[src/sv/rpls_pkg.sv]
// rpls_pkg: shared types and constants of the rgbw pixel serializer
`timescale 1ns / 1ps

package rpls_pkg;

  typedef enum logic [1:0] {
    REQ_SET   = 2'd0,
    REQ_CLEAR = 2'd1,
    REQ_SHOW  = 2'd2,
    REQ_TICK  = 2'd3
  } req_e;

  typedef enum logic [1:0] {
    ST_OK        = 2'd0,
    ST_BAD_INDEX = 2'd1,
    ST_BUSY      = 2'd2
  } status_e;

  // configuration register indexes
  localparam logic [2:0] CFG_BRIGHTNESS = 3'd0;
  localparam logic [2:0] CFG_ZERO_HIGH  = 3'd1;
  localparam logic [2:0] CFG_ZERO_LOW   = 3'd2;
  localparam logic [2:0] CFG_ONE_HIGH   = 3'd3;
  localparam logic [2:0] CFG_ONE_LOW    = 3'd4;

  localparam logic [6:0] RST_BRIGHTNESS = 7'd15;
  localparam logic [7:0] RST_ZERO_HIGH  = 8'd3;
  localparam logic [7:0] RST_ZERO_LOW   = 8'd9;
  localparam logic [7:0] RST_ONE_HIGH   = 8'd9;
  localparam logic [7:0] RST_ONE_LOW    = 8'd5;

  localparam logic [6:0] PCT_FULL = 7'd100;

  // x/100 == (x*5243)>>19 for every x below 43690
  localparam logic [12:0] RECIP_100   = 13'd5243;
  localparam int          RECIP_SHIFT = 19;

  typedef struct packed {
    logic [7:0] zero_high;
    logic [7:0] zero_low;
    logic [7:0] one_high;
    logic [7:0] one_low;
  } pulse_cfg_t;

  typedef struct packed {
    status_e status;
    logic    busy;
    logic    level;
  } result_t;

endpackage

[src/sv/rpls_scale.sv]
// rpls_scale: brightness scaler (registered multiply, reciprocal divide) feeding pixel writes
`timescale 1ns / 1ps

module rpls_scale import rpls_pkg::*; #(
  parameter int LED_COUNT = 4,
  localparam int IW = (LED_COUNT > 1) ? $clog2(LED_COUNT) : 1
) (
  input  logic          clk_i,
  input  logic          rst_ni,
  input  logic          set_i,
  input  logic [6:0]    pct_i,
  input  logic [IW-1:0] idx_i,
  input  logic [7:0]    red_i,
  input  logic [7:0]    green_i,
  input  logic [7:0]    blue_i,
  output logic          wr_vld_o,
  output logic [IW-1:0] wr_idx_o,
  output logic [23:0]   wr_data_o
);

  logic [6:0]    pct_sat;
  logic          vld_q;
  logic [IW-1:0] idx_q;
  logic [14:0]   prod_g_q, prod_r_q, prod_b_q;
  logic [27:0]   full_g, full_r, full_b;

  assign pct_sat = (pct_i > PCT_FULL) ? PCT_FULL : pct_i;

  always_ff @(posedge clk_i or negedge rst_ni) begin
    if (!rst_ni) begin
      vld_q <= 1'b0;
    end else begin
      vld_q <= set_i;
    end
  end

  always_ff @(posedge clk_i) begin
    if (set_i) begin
      idx_q    <= idx_i;
      prod_g_q <= 15'(green_i) * 15'(pct_sat);
      prod_r_q <= 15'(red_i) * 15'(pct_sat);
      prod_b_q <= 15'(blue_i) * 15'(pct_sat);
    end
  end

  // divide by 100 through the reciprocal
  assign full_g = 28'(prod_g_q) * 28'(RECIP_100);
  assign full_r = 28'(prod_r_q) * 28'(RECIP_100);
  assign full_b = 28'(prod_b_q) * 28'(RECIP_100);

  assign wr_vld_o  = vld_q;
  assign wr_idx_o  = idx_q;
  // row layout from the low byte up: green, red, blue
  assign wr_data_o = {full_b[RECIP_SHIFT +: 8], full_r[RECIP_SHIFT +: 8],
                      full_g[RECIP_SHIFT +: 8]};

endmodule

[src/sv/rpls_store.sv]
// rpls_store: pixel row memory with valid bits and registered read
`timescale 1ns / 1ps

module rpls_store #(
  parameter int LED_COUNT = 4,
  localparam int IW = (LED_COUNT > 1) ? $clog2(LED_COUNT) : 1
) (
  input  logic          clk_i,
  input  logic          rst_ni,
  input  logic          clr_i,
  input  logic          wr_vld_i,
  input  logic [IW-1:0] wr_idx_i,
  input  logic [23:0]   wr_data_i,
  input  logic [IW-1:0] rd_addr_i,
  output logic [23:0]   rd_row_o
);

  logic [23:0]          mem [LED_COUNT];
  logic [LED_COUNT-1:0] valid_q, valid_d;
  logic                 we;
  logic [23:0]          rd_q;
  logic                 rd_vld_q;

  // a clear drops the write still in flight from the set before it
  assign we = wr_vld_i && !clr_i;

  always_comb begin
    valid_d = valid_q;
    if (clr_i) begin
      valid_d = '0;
    end else if (we) begin
      valid_d[wr_idx_i] = 1'b1;
    end
  end

  always_ff @(posedge clk_i or negedge rst_ni) begin
    if (!rst_ni) begin
      valid_q  <= '0;
      rd_vld_q <= 1'b0;
    end else begin
      valid_q  <= valid_d;
      rd_vld_q <= valid_d[rd_addr_i];
    end
  end

  always_ff @(posedge clk_i) begin
    if (we) begin
      mem[wr_idx_i] <= wr_data_i;
    end
    if (we && (wr_idx_i == rd_addr_i)) begin
      rd_q <= wr_data_i;
    end else begin
      rd_q <= mem[rd_addr_i];
    end
  end

  assign rd_row_o = rd_vld_q ? rd_q : 24'h000000;

endmodule

[src/sv/rpls_ser.sv]
// rpls_ser: frame serializer state and per-item result
`timescale 1ns / 1ps

module rpls_ser import rpls_pkg::*; #(
  parameter int LED_COUNT = 4,
  localparam int IW = (LED_COUNT > 1) ? $clog2(LED_COUNT) : 1
) (
  input  logic          clk_i,
  input  logic          rst_ni,
  input  logic          accept_i,
  input  req_e          req_i,
  input  logic          idx_ok_i,
  input  pulse_cfg_t    pulse_i,
  input  logic [23:0]   row_i,
  output logic [IW-1:0] pix_o,
  output logic [IW-1:0] pix_next_o,
  output result_t       res_o
);

  logic          sending_q, sending_d;
  logic          high_q, high_d;
  logic [7:0]    cnt_q, cnt_d;
  logic [2:0]    bit_q, bit_d;
  logic [1:0]    lane_q, lane_d;
  logic [IW-1:0] pix_q, pix_d;
  logic [7:0]    cur_byte;
  logic          cur_bit;
  logic [7:0]    len_sel, len, cnt_inc;
  status_e       status;

  always_comb begin
    case (lane_q)
      2'd0:    cur_byte = row_i[7:0];
      2'd1:    cur_byte = row_i[15:8];
      2'd2:    cur_byte = row_i[23:16];
      default: cur_byte = 8'h00;  // white byte is always zero
    endcase
  end

  assign cur_bit = cur_byte[bit_q];

  always_comb begin
    if (cur_bit) begin
      len_sel = high_q ? pulse_i.one_high : pulse_i.one_low;
    end else begin
      len_sel = high_q ? pulse_i.zero_high : pulse_i.zero_low;
    end
  end

  assign len     = (len_sel == 8'd0) ? 8'd1 : len_sel;
  assign cnt_inc = cnt_q + 8'd1;

  always_comb begin
    sending_d = sending_q;
    high_d    = high_q;
    cnt_d     = cnt_q;
    bit_d     = bit_q;
    lane_d    = lane_q;
    pix_d     = pix_q;
    status    = ST_OK;
    if (accept_i) begin
      case (req_i)
        REQ_SET: begin
          if (!idx_ok_i) begin
            status = ST_BAD_INDEX;
          end
        end
        REQ_CLEAR: begin
          status = ST_OK;
        end
        REQ_SHOW: begin
          if (sending_q) begin
            status = ST_BUSY;
          end else begin
            sending_d = 1'b1;
            high_d    = 1'b1;
            cnt_d     = 8'd0;
            bit_d     = 3'd7;
            lane_d    = 2'd0;
            pix_d     = '0;
          end
        end
        REQ_TICK: begin
          if (sending_q) begin
            if (cnt_inc < len) begin
              cnt_d = cnt_inc;
            end else begin
              cnt_d = 8'd0;
              if (high_q) begin
                high_d = 1'b0;
              end else begin
                high_d = 1'b1;
                if (bit_q == 3'd0) begin
                  bit_d = 3'd7;
                  if (lane_q == 2'd3) begin
                    lane_d = 2'd0;
                    if (pix_q == IW'(LED_COUNT - 1)) begin
                      // last bit of the frame
                      pix_d     = '0;
                      sending_d = 1'b0;
                      high_d    = 1'b0;
                    end else begin
                      pix_d = pix_q + IW'(1);
                    end
                  end else begin
                    lane_d = lane_q + 2'd1;
                  end
                end else begin
                  bit_d = bit_q - 3'd1;
                end
              end
            end
          end
        end
        default: begin
          status = ST_OK;
        end
      endcase
    end
  end

  always_ff @(posedge clk_i or negedge rst_ni) begin
    if (!rst_ni) begin
      sending_q <= 1'b0;
      high_q    <= 1'b0;
      cnt_q     <= 8'd0;
      bit_q     <= 3'd7;
      lane_q    <= 2'd0;
      pix_q     <= '0;
    end else begin
      sending_q <= sending_d;
      high_q    <= high_d;
      cnt_q     <= cnt_d;
      bit_q     <= bit_d;
      lane_q    <= lane_d;
      pix_q     <= pix_d;
    end
  end

  assign pix_o        = pix_q;
  assign pix_next_o   = pix_d;
  assign res_o.status = status;
  assign res_o.busy   = sending_d;
  assign res_o.level  = sending_d & high_d;

endmodule

[src/sv/rgbw_pixel_led_serializer_unit.sv]
// rgbw_pixel_led_serializer_unit: top level of the rgbw pixel chain serializer
//
//  port group   dir  payload
//  s_axis_*     in   tuser: req_type; tdata: led_index, red_in, green_in, blue_in
//  m_axis_*     out  tdata: data_level, busy_res, status
//  cfg_*        in   register index and write data, no read-back
//
// One item per clock unless stalled; each gives one result in the next cycle.
// The pixel rows sit in a one-port-write memory read every cycle at the next
// pixel; a set is scaled (multiply, reciprocal) and forwarded to the serializer.
// Reset clears the valid bits of all rows at once; no clearing pass.
// A stall on the output holds the result; input is taken whenever the output
// register is empty or is being drained in the same cycle.
`timescale 1ns / 1ps

module rgbw_pixel_led_serializer_unit import rpls_pkg::*; #(
  parameter int LED_COUNT = 4
) (
  input  logic        clk_i,
  input  logic        rst_ni,
  input  logic        s_axis_tvalid,
  output logic        s_axis_tready,
  input  logic [31:0] s_axis_tdata,   // led_index[3:0], red_in, green_in, blue_in, zero pad
  input  logic [1:0]  s_axis_tuser,   // req_type
  output logic        m_axis_tvalid,
  input  logic        m_axis_tready,
  output logic [7:0]  m_axis_tdata,   // data_level, busy_res, status[1:0], zero pad
  input  logic        cfg_we_i,
  input  logic [2:0]  cfg_idx_i,
  input  logic [7:0]  cfg_data_i
);

  localparam int IW = (LED_COUNT > 1) ? $clog2(LED_COUNT) : 1;

  logic          accept;
  req_e          req;
  logic [3:0]    led_index;
  logic          idx_ok;
  logic [6:0]    pct_q;
  pulse_cfg_t    pulse_q;
  logic          wr_vld;
  logic [IW-1:0] wr_idx;
  logic [23:0]   wr_data;
  logic [23:0]   store_row, row_eff;
  logic [IW-1:0] pix, pix_next;
  result_t       res;
  logic          out_vld_q;
  logic [7:0]    out_data_q;

  assign s_axis_tready = !out_vld_q || m_axis_tready;
  assign accept        = s_axis_tvalid && s_axis_tready;
  assign req           = req_e'(s_axis_tuser);
  assign led_index     = s_axis_tdata[3:0];
  assign idx_ok        = 7'(led_index) < 7'(LED_COUNT);

  always_ff @(posedge clk_i or negedge rst_ni) begin
    if (!rst_ni) begin
      pct_q             <= RST_BRIGHTNESS;
      pulse_q.zero_high <= RST_ZERO_HIGH;
      pulse_q.zero_low  <= RST_ZERO_LOW;
      pulse_q.one_high  <= RST_ONE_HIGH;
      pulse_q.one_low   <= RST_ONE_LOW;
    end else if (cfg_we_i) begin
      case (cfg_idx_i)
        CFG_BRIGHTNESS: pct_q             <= cfg_data_i[6:0];
        CFG_ZERO_HIGH:  pulse_q.zero_high <= cfg_data_i;
        CFG_ZERO_LOW:   pulse_q.zero_low  <= cfg_data_i;
        CFG_ONE_HIGH:   pulse_q.one_high  <= cfg_data_i;
        CFG_ONE_LOW:    pulse_q.one_low   <= cfg_data_i;
        default: ;
      endcase
    end
  end

  rpls_scale #(.LED_COUNT(LED_COUNT)) u_scale (
    .clk_i     (clk_i),
    .rst_ni    (rst_ni),
    .set_i     (accept && (req == REQ_SET) && idx_ok),
    .pct_i     (pct_q),
    .idx_i     (IW'(led_index)),
    .red_i     (s_axis_tdata[11:4]),
    .green_i   (s_axis_tdata[19:12]),
    .blue_i    (s_axis_tdata[27:20]),
    .wr_vld_o  (wr_vld),
    .wr_idx_o  (wr_idx),
    .wr_data_o (wr_data)
  );

  rpls_store #(.LED_COUNT(LED_COUNT)) u_store (
    .clk_i     (clk_i),
    .rst_ni    (rst_ni),
    .clr_i     (accept && (req == REQ_CLEAR)),
    .wr_vld_i  (wr_vld),
    .wr_idx_i  (wr_idx),
    .wr_data_i (wr_data),
    .rd_addr_i (pix_next),
    .rd_row_o  (store_row)
  );

  // a set still in the scaler wins over the stored row
  assign row_eff = (wr_vld && (wr_idx == pix)) ? wr_data : store_row;

  rpls_ser #(.LED_COUNT(LED_COUNT)) u_ser (
    .clk_i      (clk_i),
    .rst_ni     (rst_ni),
    .accept_i   (accept),
    .req_i      (req),
    .idx_ok_i   (idx_ok),
    .pulse_i    (pulse_q),
    .row_i      (row_eff),
    .pix_o      (pix),
    .pix_next_o (pix_next),
    .res_o      (res)
  );

  always_ff @(posedge clk_i or negedge rst_ni) begin
    if (!rst_ni) begin
      out_vld_q <= 1'b0;
    end else if (accept) begin
      out_vld_q <= 1'b1;
    end else if (m_axis_tready) begin
      out_vld_q <= 1'b0;
    end
  end

  always_ff @(posedge clk_i) begin
    if (accept) begin
      out_data_q <= {4'b0000, res.status, res.busy, res.level};
    end
  end

  assign m_axis_tvalid = out_vld_q;
  assign m_axis_tdata  = out_data_q;

endmodule

[config.mk]
export PLATFORM = sky130hd
export DESIGN_NAME = rgbw_pixel_led_serializer_unit
export DESIGN_NICKNAME = d
export VERILOG_FILES = /design/src/sv/rpls_pkg.sv /design/src/sv/rpls_scale.sv /design/src/sv/rpls_store.sv /design/src/sv/rpls_ser.sv /design/src/sv/rgbw_pixel_led_serializer_unit.sv
export SDC_FILE = /design/constraint.sdc
export NUM_CORES = 1
export LEC_CHECK = 0
export BUFFER_PORTS_ARGS = -buffer_cell sky130_fd_sc_hd__buf_2
export CAP_MARGIN = 20
export CORE_MARGIN = 1.5
export CORE_UTILIZATION = 55
export DETAILED_ROUTE_END_ITERATION = 6
export PLACE_DENSITY = 0.74
export SLEW_MARGIN = 5
export SYNTH_ARGS = -nofsm -noshare
export SYNTH_HDL_FRONTEND = slang
export SYNTH_SLANG_ARGS = --single-unit
[constraint.sdc]
create_clock -name clk_i -period 8.15 [get_ports clk_i]
set_input_delay 1.2225 -clock clk_i [delete_from_list [all_inputs] [get_ports clk_i]]
set_output_delay 1.2225 -clock clk_i [all_outputs]
set_load 0.005 [all_outputs]
==> flow_summary_export.csv <==
group,metric,value,unit
cells_and_area,final_cell_mix,"531 x inv_1, 382 x ha_1, 288 x fa_1",
worst_setup_path,cp-start-kind,"register",
worst_setup_path,reg2reg_depth,33,
floorplan,die_width,216,um
cells_and_area,final_common_cell,"inv_1",
logic_synthesis,ys_ff_latch,212,
global_routing,grt_max_degree,64,
cells_and_area,syn2layout_area_growth,15.2,%
global_routing,first_global_vias,19000,
sta,report.final.setup_viol,8,
global_routing,grt-ovfl-total,0,
sta,rsz0062_at_grt,"true",
logic_synthesis,syn_avg_cell_area,10.5,sq um
logic_synthesis,synth_compound_area_frac,0.0718,
sta,whs,0.481,ns
worst_setup_path,critPathKind,"register to register",
worst_setup_path,critPathMaxFanout,6,
clock_network,clk_path_buf_depth,3,
route,vias_per_cell,5.51,
worst_setup_path,slowest_delay,0.62,ns
clock_network,cts_made_buffers,24,
global_routing,grt_antenna_before_repair,3,
logic_synthesis,netlist_area,0.0249,sq mm
route,ant_nets,0,
clock_network,insertion_delay,0.56,ns
sta,timing.fmax,120,MHz
logic_synthesis,yosys-top-cells-area,"fa_1 23%, ha_1 20%, edfxtp_1 18%, inv_1 8.1%, dfrtp_1 4.8%",
route,dr.first_iter.drc_count,1152,
cells_and_area,fin_util,0.645,
worst_setup_path,rr_endpoint,"m_axis_tdata[0]",
logic_synthesis,yosys.area_share.simple,0.0891,
route,dr.pass1.iters,7,
logic_synthesis,synth_top_family_by_area,"adder cells",
logic_synthesis,ys_seq_area_frac,0.243,
sta,worst_pin_slew,0.952,ns
power_and_ir_drop,p_leak,14.1,nW
logic_synthesis,synth-xor-area-share,0.0263,
clock_network,cts_hold_repair.buffers,0,
sta,finalCritPeriodShare,1.02,
route,wl,56300,um
worst_setup_path,cp.arrival,8.64,ns
clock_network,clkSlewWorstSetupHoldPaths,0.06,ns
placed_design,dpl.cell_count,3131,
logic_synthesis,ys_types,83,
worst_setup_path,crit_path_start,"u_scale.prod_r_q[10]",
sta,final_hold_viol_count,0,
route,wl_per_cell,17.6,um
placed_design,dp_slack,-0.568,ns
placed_design,portBuffers,51,
global_routing,gr-usage-all-layers,0.249,
cells_and_area,final_nets,3347,
flow_run,max-cap-violations,0,
placed_design,post-dp-hpwl,44100,um
logic_synthesis,ys_warn_count,0,
logic_synthesis,synth-edff-count,147,
worst_setup_path,reg2reg_from,"u_scale.prod_r_q[10]",
worst_setup_path,crit_buf_inv,8,
logic_synthesis,synth.area.mux_share,0.0411,
logic_synthesis,synth_area_leader_cell,"fa_1",
worst_setup_path,r2r_slack,-0.18,ns
route,route.vias.total,17700,
sta,finalCriticalPeriod,8.33,ns
worst_setup_path,critPathSlowestCell,"or4_4",
logic_synthesis,synth_top_cell_area_share,0.234,
logic_synthesis,synthAdderAreaFrac,0.438,
status,violations,"negative setup slack",
floorplan,core,0.0445,sq mm
worst_setup_path,cp.required,8.47,ns
worst_setup_path,critPathCapture,"m_axis_tdata[0]",
worst_setup_path,crit_family,"adder cells",
logic_synthesis,synthArstFlopShare,0.297,
sta,slew-limit-headroom,0.365,
hold_path,hp-class,"register to register",
floorplan,die_h,216,um
sta,setup_ws,-0.178,ns
sta,skew,0.0228,ns
status,status,"finished with violations",
cells_and_area,num_antenna_cells,0,
cells_and_area,fin_cells,3208,
logic_synthesis,synth_cells,2364,
sta,fin_tns_setup,-0.460,ns
clock_network,cts_tree,"built",
clock_network,clock_sinks,212,
route,route.detailed.drc,0,
sta,finalMaxSlewViolations,0,
placed_design,place.gp.congestion,0.906,
floorplan,row_count,77,
worst_setup_path,critical_path_depth,33,
logic_synthesis,synthFlopType,"edfxtp_1",
floorplan,initial_utilization,0.560,
cells_and_area,post_route_cells_drive_above_1_share,0.172,
global_routing,grt_pass1_wl,93800,um
floorplan,io_pins,60,
worst_setup_path,endpoint_kind,"register",
clock_network,clockRootBuffer,"clkbuf_16",
power_and_ir_drop,irDropWorstVdd,0.000231,V
clock_network,cts_htree_levels,1,
power_and_ir_drop,powerDensity,351,mW/mm^2
floorplan,die-area,0.0466,sq mm
-- Yosys cell counts, drive strengths merged (3+ instances only) --
cell type / number
a221oi: 7
xor2: 13
dfrtp: 48
nor3: 16
o31ai: 4
a21o: 22
mux2: 25
nor2: 47
a22oi: 8
or2: 5
o211ai: 11
buf: 17
nand2b: 9
a41oi: 4
mux4: 27
nand3: 34
o21a: 9
a211oi: 11
nor2b: 11
o21ai: 50
a31oi: 6
o2111ai: 4
o21bai: 25
a311o: 4
clkbuf: 36
nor3b: 5
inv: 535
edfxtp: 147
or3: 3
a21oi: 86
nand2: 196
fa: 291
nand4: 22
and2: 58
xnor2: 62
mux2i: 12
nor4: 9
ha: 408
and3: 27
dfstp: 15
-- state kept, by name, summed over array words and instances, names as in the netlist, 3 cells and up, named ones only --
register / flops
m_axis_tdata: 4
pct_q: 7
pulse_q: 32
u_scale.prod_b_q: 15
u_scale.prod_g_q: 15
u_scale.prod_r_q: 15
u_ser.bit_q: 3
u_ser.cnt_q: 8
u_store.mem: 96
u_store.valid_q: 4
-- metrics by stage --
step	power, W	area, sq um
floorplan	0.00612	24900
global placement	0.00797	27000
detailed placement	0.00826	27000
CTS	0.00982	28500
global route	0.0110	28700
finish	0.0101	28700
-- repair_timing --
action,in CTS,in global routing
setup endpoints to repair,22,22
resized for setup,71,35
pin swaps,41,29
setup buffers,26,10
-- logic make-up after synthesis --
group / count (synthesis)
buffers and inverters: 588
AO/OA/AOI/OAI: 273
flip-flops: 212
adder cells (fa/ha/maj): 699
XOR/XNOR: 75
multiplexers: 64
other: 1
AND/OR/NAND/NOR: 452
-- how the worst min path moves through the flow --
stage / startpoint / end / slack (ns) / cells past startpoint
after floorplan: u_store.valid_q[1] / u_store.valid_q[1] / 0.45 / 1
after CTS: u_store.valid_q[1] / u_store.valid_q[1] / 0.48 / 1
after detailed placement: u_store.valid_q[1] / u_store.valid_q[1] / 0.46 / 1
after global routing: u_store.valid_q[1] / u_store.valid_q[1] / 0.52 / 1
after global placement: u_store.valid_q[1] / u_store.valid_q[1] / 0.45 / 1
final: u_store.valid_q[1] / u_store.valid_q[1] / 0.48 / 1
-- power by group --
part,internal (W),switching [W],total [W]
combinational,0.00325,0.00405,0.00730
clock,0.000655,0.000460,0.00111
sequential,0.00162,0.0000565,0.00167
-- layout make-up --
cell class,count,area [sq um]
Fill cell,3371,15800
Inverter,535,2010
Sequential cell,212,6050
Timing Repair Buffer,258,1870
Tap cell,592,741
Clock buffer,33,644
Clock inverter,11,161
Multi-Input combinational cell,1567,17200
-- worst reg2reg max path, delay by kind of cell (launching register included) --
kind                     cells  cell delay [ns]
adder cells (fa/ha/maj)      7             2.74
AO/OA/AOI/OAI               10             2.06
AND/OR/NAND/NOR              6             1.33
buffers and inverters        8             0.94
multiplexers                 1             0.47
flip-flops                   1             0.39
XOR/XNOR                     1             0.20
-- layer usage --
| metal | vias up | global-route usage | wire length [um] |
|---|---|---|---|
| met5 | - | 0 | 36 |
| met3 | 99 | 0.0313 | 2560 |
| met2 | 425 | 0.433 | 27800 |
| li1 | 8247 | - | - |
| met1 | 8894 | 0.328 | 24400 |
| met4 | 6 | 0.0676 | 1460 |
No activity file was read; power rests on OpenSTA's default activity.
